## config.mk

```make
export PLATFORM = sky130hd
export DESIGN_NAME = qf_hash
export DESIGN_NICKNAME = d
export VERILOG_FILES = /design/src/hw/rtl/quotient_filter_insert_query_core_defines.svh /design/src/hw/rtl/qf_pkg.sv /design/src/hw/rtl/qf_hash.sv
export SDC_FILE = /design/constraint.sdc
export NUM_CORES = 1
export LEC_CHECK = 0
export ABC_AREA = 1
export BUFFER_PORTS_ARGS = -buffer_cell sky130_fd_sc_hd__buf_2
export CAP_MARGIN = 20
export CORE_ASPECT_RATIO = 0.7
export CORE_UTILIZATION = 29
export DETAILED_ROUTE_END_ITERATION = 6
export HOLD_SLACK_MARGIN = 0.12
export PLACE_DENSITY = 0.47
export SLEW_MARGIN = 20
export SYNTH_ARGS = -nofsm -noshare
export SYNTH_HDL_FRONTEND = slang
export SYNTH_SLANG_ARGS = --single-unit
export TNS_END_PERCENT = 30
```

## constraint.sdc

```tcl
create_clock -name i_clk -period 5.4 [get_ports i_clk]
set_input_delay 1.62 -clock i_clk [delete_from_list [all_inputs] [get_ports i_clk]]
set_output_delay 1.62 -clock i_clk [all_outputs]
set_load 0.02 [all_outputs]
```

## src/hw/rtl/quotient_filter_insert_query_core_defines.svh

```systemverilog
// Assertion macros for the quotient filter core RTL.
`ifndef QUOTIENT_FILTER_INSERT_QUERY_CORE_DEFINES_SVH
`define QUOTIENT_FILTER_INSERT_QUERY_CORE_DEFINES_SVH
`ifndef SYNTHESIS
`define QF_ASSERT_IMPL(label, clk, rst_n, ante, cons) \
    label: assert property (@(posedge clk) disable iff (!rst_n) (ante) |-> (cons)) \
        else $error("assertion failed");
`define QF_ASSERT_NEXT(label, clk, rst_n, ante, cons) \
    label: assert property (@(posedge clk) disable iff (!rst_n) (ante) |=> (cons)) \
        else $error("assertion failed");
`else
`define QF_ASSERT_IMPL(label, clk, rst_n, ante, cons)
`define QF_ASSERT_NEXT(label, clk, rst_n, ante, cons)
`endif
`endif

```

## src/hw/rtl/qf_pkg.sv

```systemverilog
// Shared types and constants for the quotient filter.
`timescale 1ns / 1ps
`default_nettype none
package qf_pkg;
    localparam logic [31:0] FNV_OFFSET = 32'd2166136261;
    localparam logic [31:0] FNV_PRIME  = 32'd16777619;
    localparam logic        REQ_INSERT = 1'b0;
    localparam logic        REQ_QUERY  = 1'b1;

    typedef struct packed {
        logic        req_type;
        logic [31:0] key;
    } t_req;

    typedef struct packed {
        logic        hit;
        logic [10:0] slot_index;
        logic        overflow;
    } t_rsp;

    // hash unit to control: finished hash
    typedef struct packed {
        logic        valid;
        logic        req_type;
        logic [31:0] hash;
    } t_hash_res;
endpackage
`default_nettype wire

```

## src/hw/rtl/qf_hash.sv

```systemverilog
// Byte-serial FNV-1 hash, one byte per cycle.
`timescale 1ns / 1ps
`default_nettype none
module qf_hash
    import qf_pkg::*;
(
    input  wire logic      i_clk,
    input  wire logic      i_rst_n,
    input  wire logic      i_start,
    input  wire t_req      i_req,
    output t_hash_res      o_res
);
    logic [31:0] r_h, n_h;
    logic [31:0] r_key;
    logic        r_type;
    logic [2:0]  r_cnt;
    logic        r_busy, r_done;
    logic [31:0] w_prod;

    assign w_prod = r_h * FNV_PRIME;
    assign n_h = w_prod ^ {24'd0, r_key[31:24]};

    always_ff @(posedge i_clk) begin
        if (!i_rst_n) begin
            r_busy <= 1'b0;
            r_done <= 1'b0;
            r_cnt  <= 3'd0;
        end else begin
            r_done <= 1'b0;
            if (i_start) begin
                r_busy <= 1'b1;
                r_cnt  <= 3'd0;
            end else if (r_busy) begin
                r_cnt <= r_cnt + 3'd1;
                if (r_cnt == 3'd3) begin
                    r_busy <= 1'b0;
                    r_done <= 1'b1;
                end
            end
        end
    end

    always_ff @(posedge i_clk) begin
        if (i_start) begin
            r_h    <= FNV_OFFSET;
            r_key  <= i_req.key;
            r_type <= i_req.req_type;
        end else if (r_busy) begin
            r_h   <= n_h;
            r_key <= {r_key[23:0], 8'd0};
        end
    end

    assign o_res.valid    = r_done;
    assign o_res.req_type = r_type;
    assign o_res.hash     = r_h;
endmodule
`default_nettype wire

```

---- After elaboration in Yosys (flattened, before gate mapping) ----
Index checks and enable logic that the tools add are counted.
storage, ports and cells
  register bits ........................... 70
  output and inout bits ................... 34
  input bits .............................. 36
cells by class
  bitwise operators ....................... 3
  eq/ne operators ......................... 1
  mux-type cells .......................... 6
  $mul .................................... 1
  add/subtract/negate cells ............... 1
  reductions and logical operators ........ 3
operator list
  operator                count
  $mux 32                 2
  $mul 32x25->32 const B  1
  $xor 32x8->32           1
  $mux 1                  4
  $add 3x1->3 const B     1
  $eq 3x2->1 const B      1
  $reduce_or 3->1         1
  $not 1->1               2
  $reduce_bool 2->1       1
  $reduce_or 2->1         1

---- Logic depth before layout (Yosys ltp) ----
  word-level depth ........................ 4
  depth in mapped cells ................... 26
  depth with buffers taken out ............ 26

---- Worst setup path before layout ----
No wires, ideal clock.
  path type ............................... flip-flop to flip-flop
  start ................................... register r_h[21]
  end ..................................... register r_h[31]
  period minus slack after synthesis ...... 4.601 ns
  setup time .............................. 0.115 ns
  path slack .............................. 0.799 ns
  buffers on the path ..................... 0
  cell stages (with the launch flop) ...... 24
  arrival time ............................ 4.486 ns
  required time ........................... 5.285 ns
  cell sequence ........................... dfxtp_1 ha_1 ha_1 inv_1 fa_1 inv_1 ha_1 inv_1 fa_1 inv_1 fa_1 inv_1 fa_1 inv_1 ha_1 nand2_1 nor2_1 nand2_1 nor3_1 nand2_1 nand2_1 nand3_1 nand3_1 nand2_1
between the ends
  longest elaborated chain between the ends .. 2
RTL lines
  item                      RTL line       source
  start: declaration        qf_hash.sv:13  logic [31:0] r_h, n_h;
  start signal: assignment  qf_hash.sv:49  r_h <= n_h;
  $mul 32x25->32            qf_hash.sv:20  assign w_prod = r_h * FNV_PRIME;
  $xor 32x8->32             qf_hash.sv:21  assign n_h = w_prod ^ {24'd0, r_key[31:24]};
No other way between the ends.
A chain may end at the register's enable or synchronous reset.

---- Final worst setup path ----
  start ................................... register r_h[17]
  end ..................................... register r_h[28]
Same word-level chain as after synthesis.

==> impl_metrics.tcl <==
set metrics [dict create \
    nFillCells 3265 \
    synth_warnings 0 \
    cp_data_required_time_ns 5.65 \
    antenna_found_initial 1 \
    ys_seq_area_share_pct 19.4 \
    fin_crit_sh_pct 94.3 \
    tns_ns 0 \
    clock_sinks 70 \
    numCtsBuffers 9 \
    clockBufferDepth 2 \
    drt-pass1-iter-count 5 \
    hold_viol 0 \
    ys_types 33 \
    hold_class "reg2reg" \
    overflow 0 \
    ctsHoldBuffers 0 \
    synthesis.instances 1129 \
    fmax_ghz 0.196 \
    wirelength_um 25800 \
    dieArea_um2 31500 \
    drt_iter0_drc 388 \
    cts_setup_buffers 0 \
    placement.io_buffers 69 \
    die-width_um 212 \
    crit_path_end "r_h[28]" \
    gp_congestion 0.885 \
    grt_pass1_wl_um 41300 \
    cts_resized 0 \
    hpwl_um 21600 \
    endpoint_kind "flip-flop" \
    maxCapViolCount 0 \
    vias 7203 \
    relSlewSlack_pct 28.5 \
    num_rows 53 \
    multi_input_area_um2 6160 \
    path_max_fanout 5 \
    maxSlewViolCount 0 \
    vias_per_cell 4.41 \
    seq_area_um2 1730 \
    htreeDepth 3 \
    most-common-layout-cells "254 x inv_1, 253 x nand2_1, 188 x ha_1, 78 x nor2_1, 74 x fa_1" \
    crit-reg2reg-launch "r_h[17]" \
    outcome "complete, no violations" \
    start_util_pct 29.6 \
    drive_gt1_share_pct 10.6 \
    layout_commonest_cell "inv_1" \
    clk_pin_slew_ns 0.07 \
    skew_ns 0.00751 \
    grt_max_degree 45 \
    r2r_slack_ns 0.31 \
    tritoncts "done" \
    syn_area_um2 8940 \
    core_um2 30200 \
    ff2ff_path_depth 20 \
    setup_viol 0 \
    dp_slack_ns 0.312 \
    finalCriticalPeriod_ns 5.09 \
    diodes 0 \
    area_growth_pct 14.5 \
    grt_setup_unrepaired "no" \
    grt_use_total_pct 17.3 \
    pin_count 70 \
    fin_cells 1634 \
    syn-num-nets 1427 \
    synth-seq-cells 70 \
    syn_avg_cell_area_um2 7.92 \
    grt_pass1_vias 7274 \
    insertion_delay_ns 0.35 \
    drc_errors 0 \
    nNetsFinal 1515 \
    drt.antenna.violating_nets 0 \
    root_buffer "clkbuf_16" \
    start_kind "flip-flop" \
    place_inst 1618 \
    crit_path_start "r_h[17]" \
    tightest_slew_ns 1.07 \
    timing.final.ws_setup_ns 0.310 \
    die_h_um 149 \
    detail_route.wl_per_cell_um 15.8 \
    regToRegEndpoint "r_h[28]" \
    crit_type "reg2reg" \
    cp.arrival_ns 5.34 \
]
==> registers in the layout, summed over array words and instances, names as in the netlist <==
signal	cells
r_done	1
r_type	1
r_busy	1
r_cnt	3
r_h	32
r_key	32
==> per-layer routing <==
layer  global-route usage, %  routed length (um)  up-vias
li1                        -                   -     3717
met4                    3.04                 290        0
met1                    27.2               14400     3338
met3                    3.26                1280       18
met2                    24.0                9820      130
met5                       0                   0        -
==> synth_stat cells (all sizes together) <==
| cell type | n | area share (%) |
|---|---|---|
| inv | 256 | 11 |
| o211ai | 2 | 0.17 |
| nand3 | 48 | 2.8 |
| or2 | 1 | 0.070 |
| a31oi | 1 | 0.070 |
| ha | 188 | 26 |
| dfxtp | 37 | 8.3 |
| clkbuf | 15 | 0.63 |
| o21bai | 4 | 0.34 |
| xor2 | 9 | 0.88 |
| o221ai | 1 | 0.098 |
| fa | 74 | 17 |
| nor4 | 1 | 0.070 |
| o21ai | 37 | 2.1 |
| xnor2 | 4 | 0.39 |
| a21oi | 52 | 2.9 |
| a21o | 2 | 0.17 |
| nand3b | 2 | 0.17 |
| nor3 | 8 | 0.67 |
| buf | 5 | 0.32 |
| nand2 | 257 | 11 |
| a211oi | 1 | 0.084 |
| edfxtp | 33 | 11 |
| nand4 | 8 | 0.56 |
| nor2 | 83 | 3.6 |
==> final cells by class <==
class                   count  share of cell area [%]
flip-flops and latches     70                    16.9
clock inverters             5                   0.636
multi-input cells         783                    60.2
repair buffers             97                    5.43
inverters                 256                    9.39
clock buffers              11                    2.37
well taps                 412                    5.04
==> worst min-delay path by stage <==
stage,from,end,cells past startpoint
5_1_grt,r_cnt[1],r_cnt[1],2
2_1_floorplan,r_cnt[1],r_cnt[1],2
3_5_place_dp,r_cnt[1],r_cnt[1],2
3_3_place_gp,r_cnt[1],r_cnt[1],2
6_report,r_cnt[1],r_cnt[1],2
4_1_cts,r_cnt[1],r_cnt[1],2
==> per-stage QoR <==
stage,utilization (%),instance area [um2],hold slack (ns)
floorplan,-,8940,0.443
global placement,32.9,9930,0.453
detailed placement,32.9,9930,0.467
CTS,33.9,10200,0.475
global route,33.9,10200,0.496
finish,33.9,10200,0.470
==> logic make-up after synthesis <==
family	Yosys count	share of synthesized area (%)
buffers and inverters	276	11.7
xor gates and xnor gates	13	1.27
AOI/OAI and AO/OA	100	5.91
adders and majority gates	262	42.9
DFF	70	19.4
and+or+nand+nor	408	18.9
==> worst max-delay path, stage by stage (launching register included) <==
cell and delay, ns:
dfxtp_1 0.48, ha_1 0.29, ha_1 0.30, fa_1 0.48
ha_1 0.23, fa_1 0.55, inv_1 0.05, fa_1 0.47
fa_1 0.55, inv_1 0.04, ha_1 0.36, a21oi_1 0.26
nor2_1 0.06, nor2_1 0.20, nand2_1 0.08, a21oi_1 0.24
nand2_1 0.09, nand2_1 0.06, nand3_1 0.07, nand2_1 0.08
inv_1 0.03
Power is left out: the tool's default activity adds up to more than one toggle a clock period on the data nets, which glitch-free logic cannot reach.
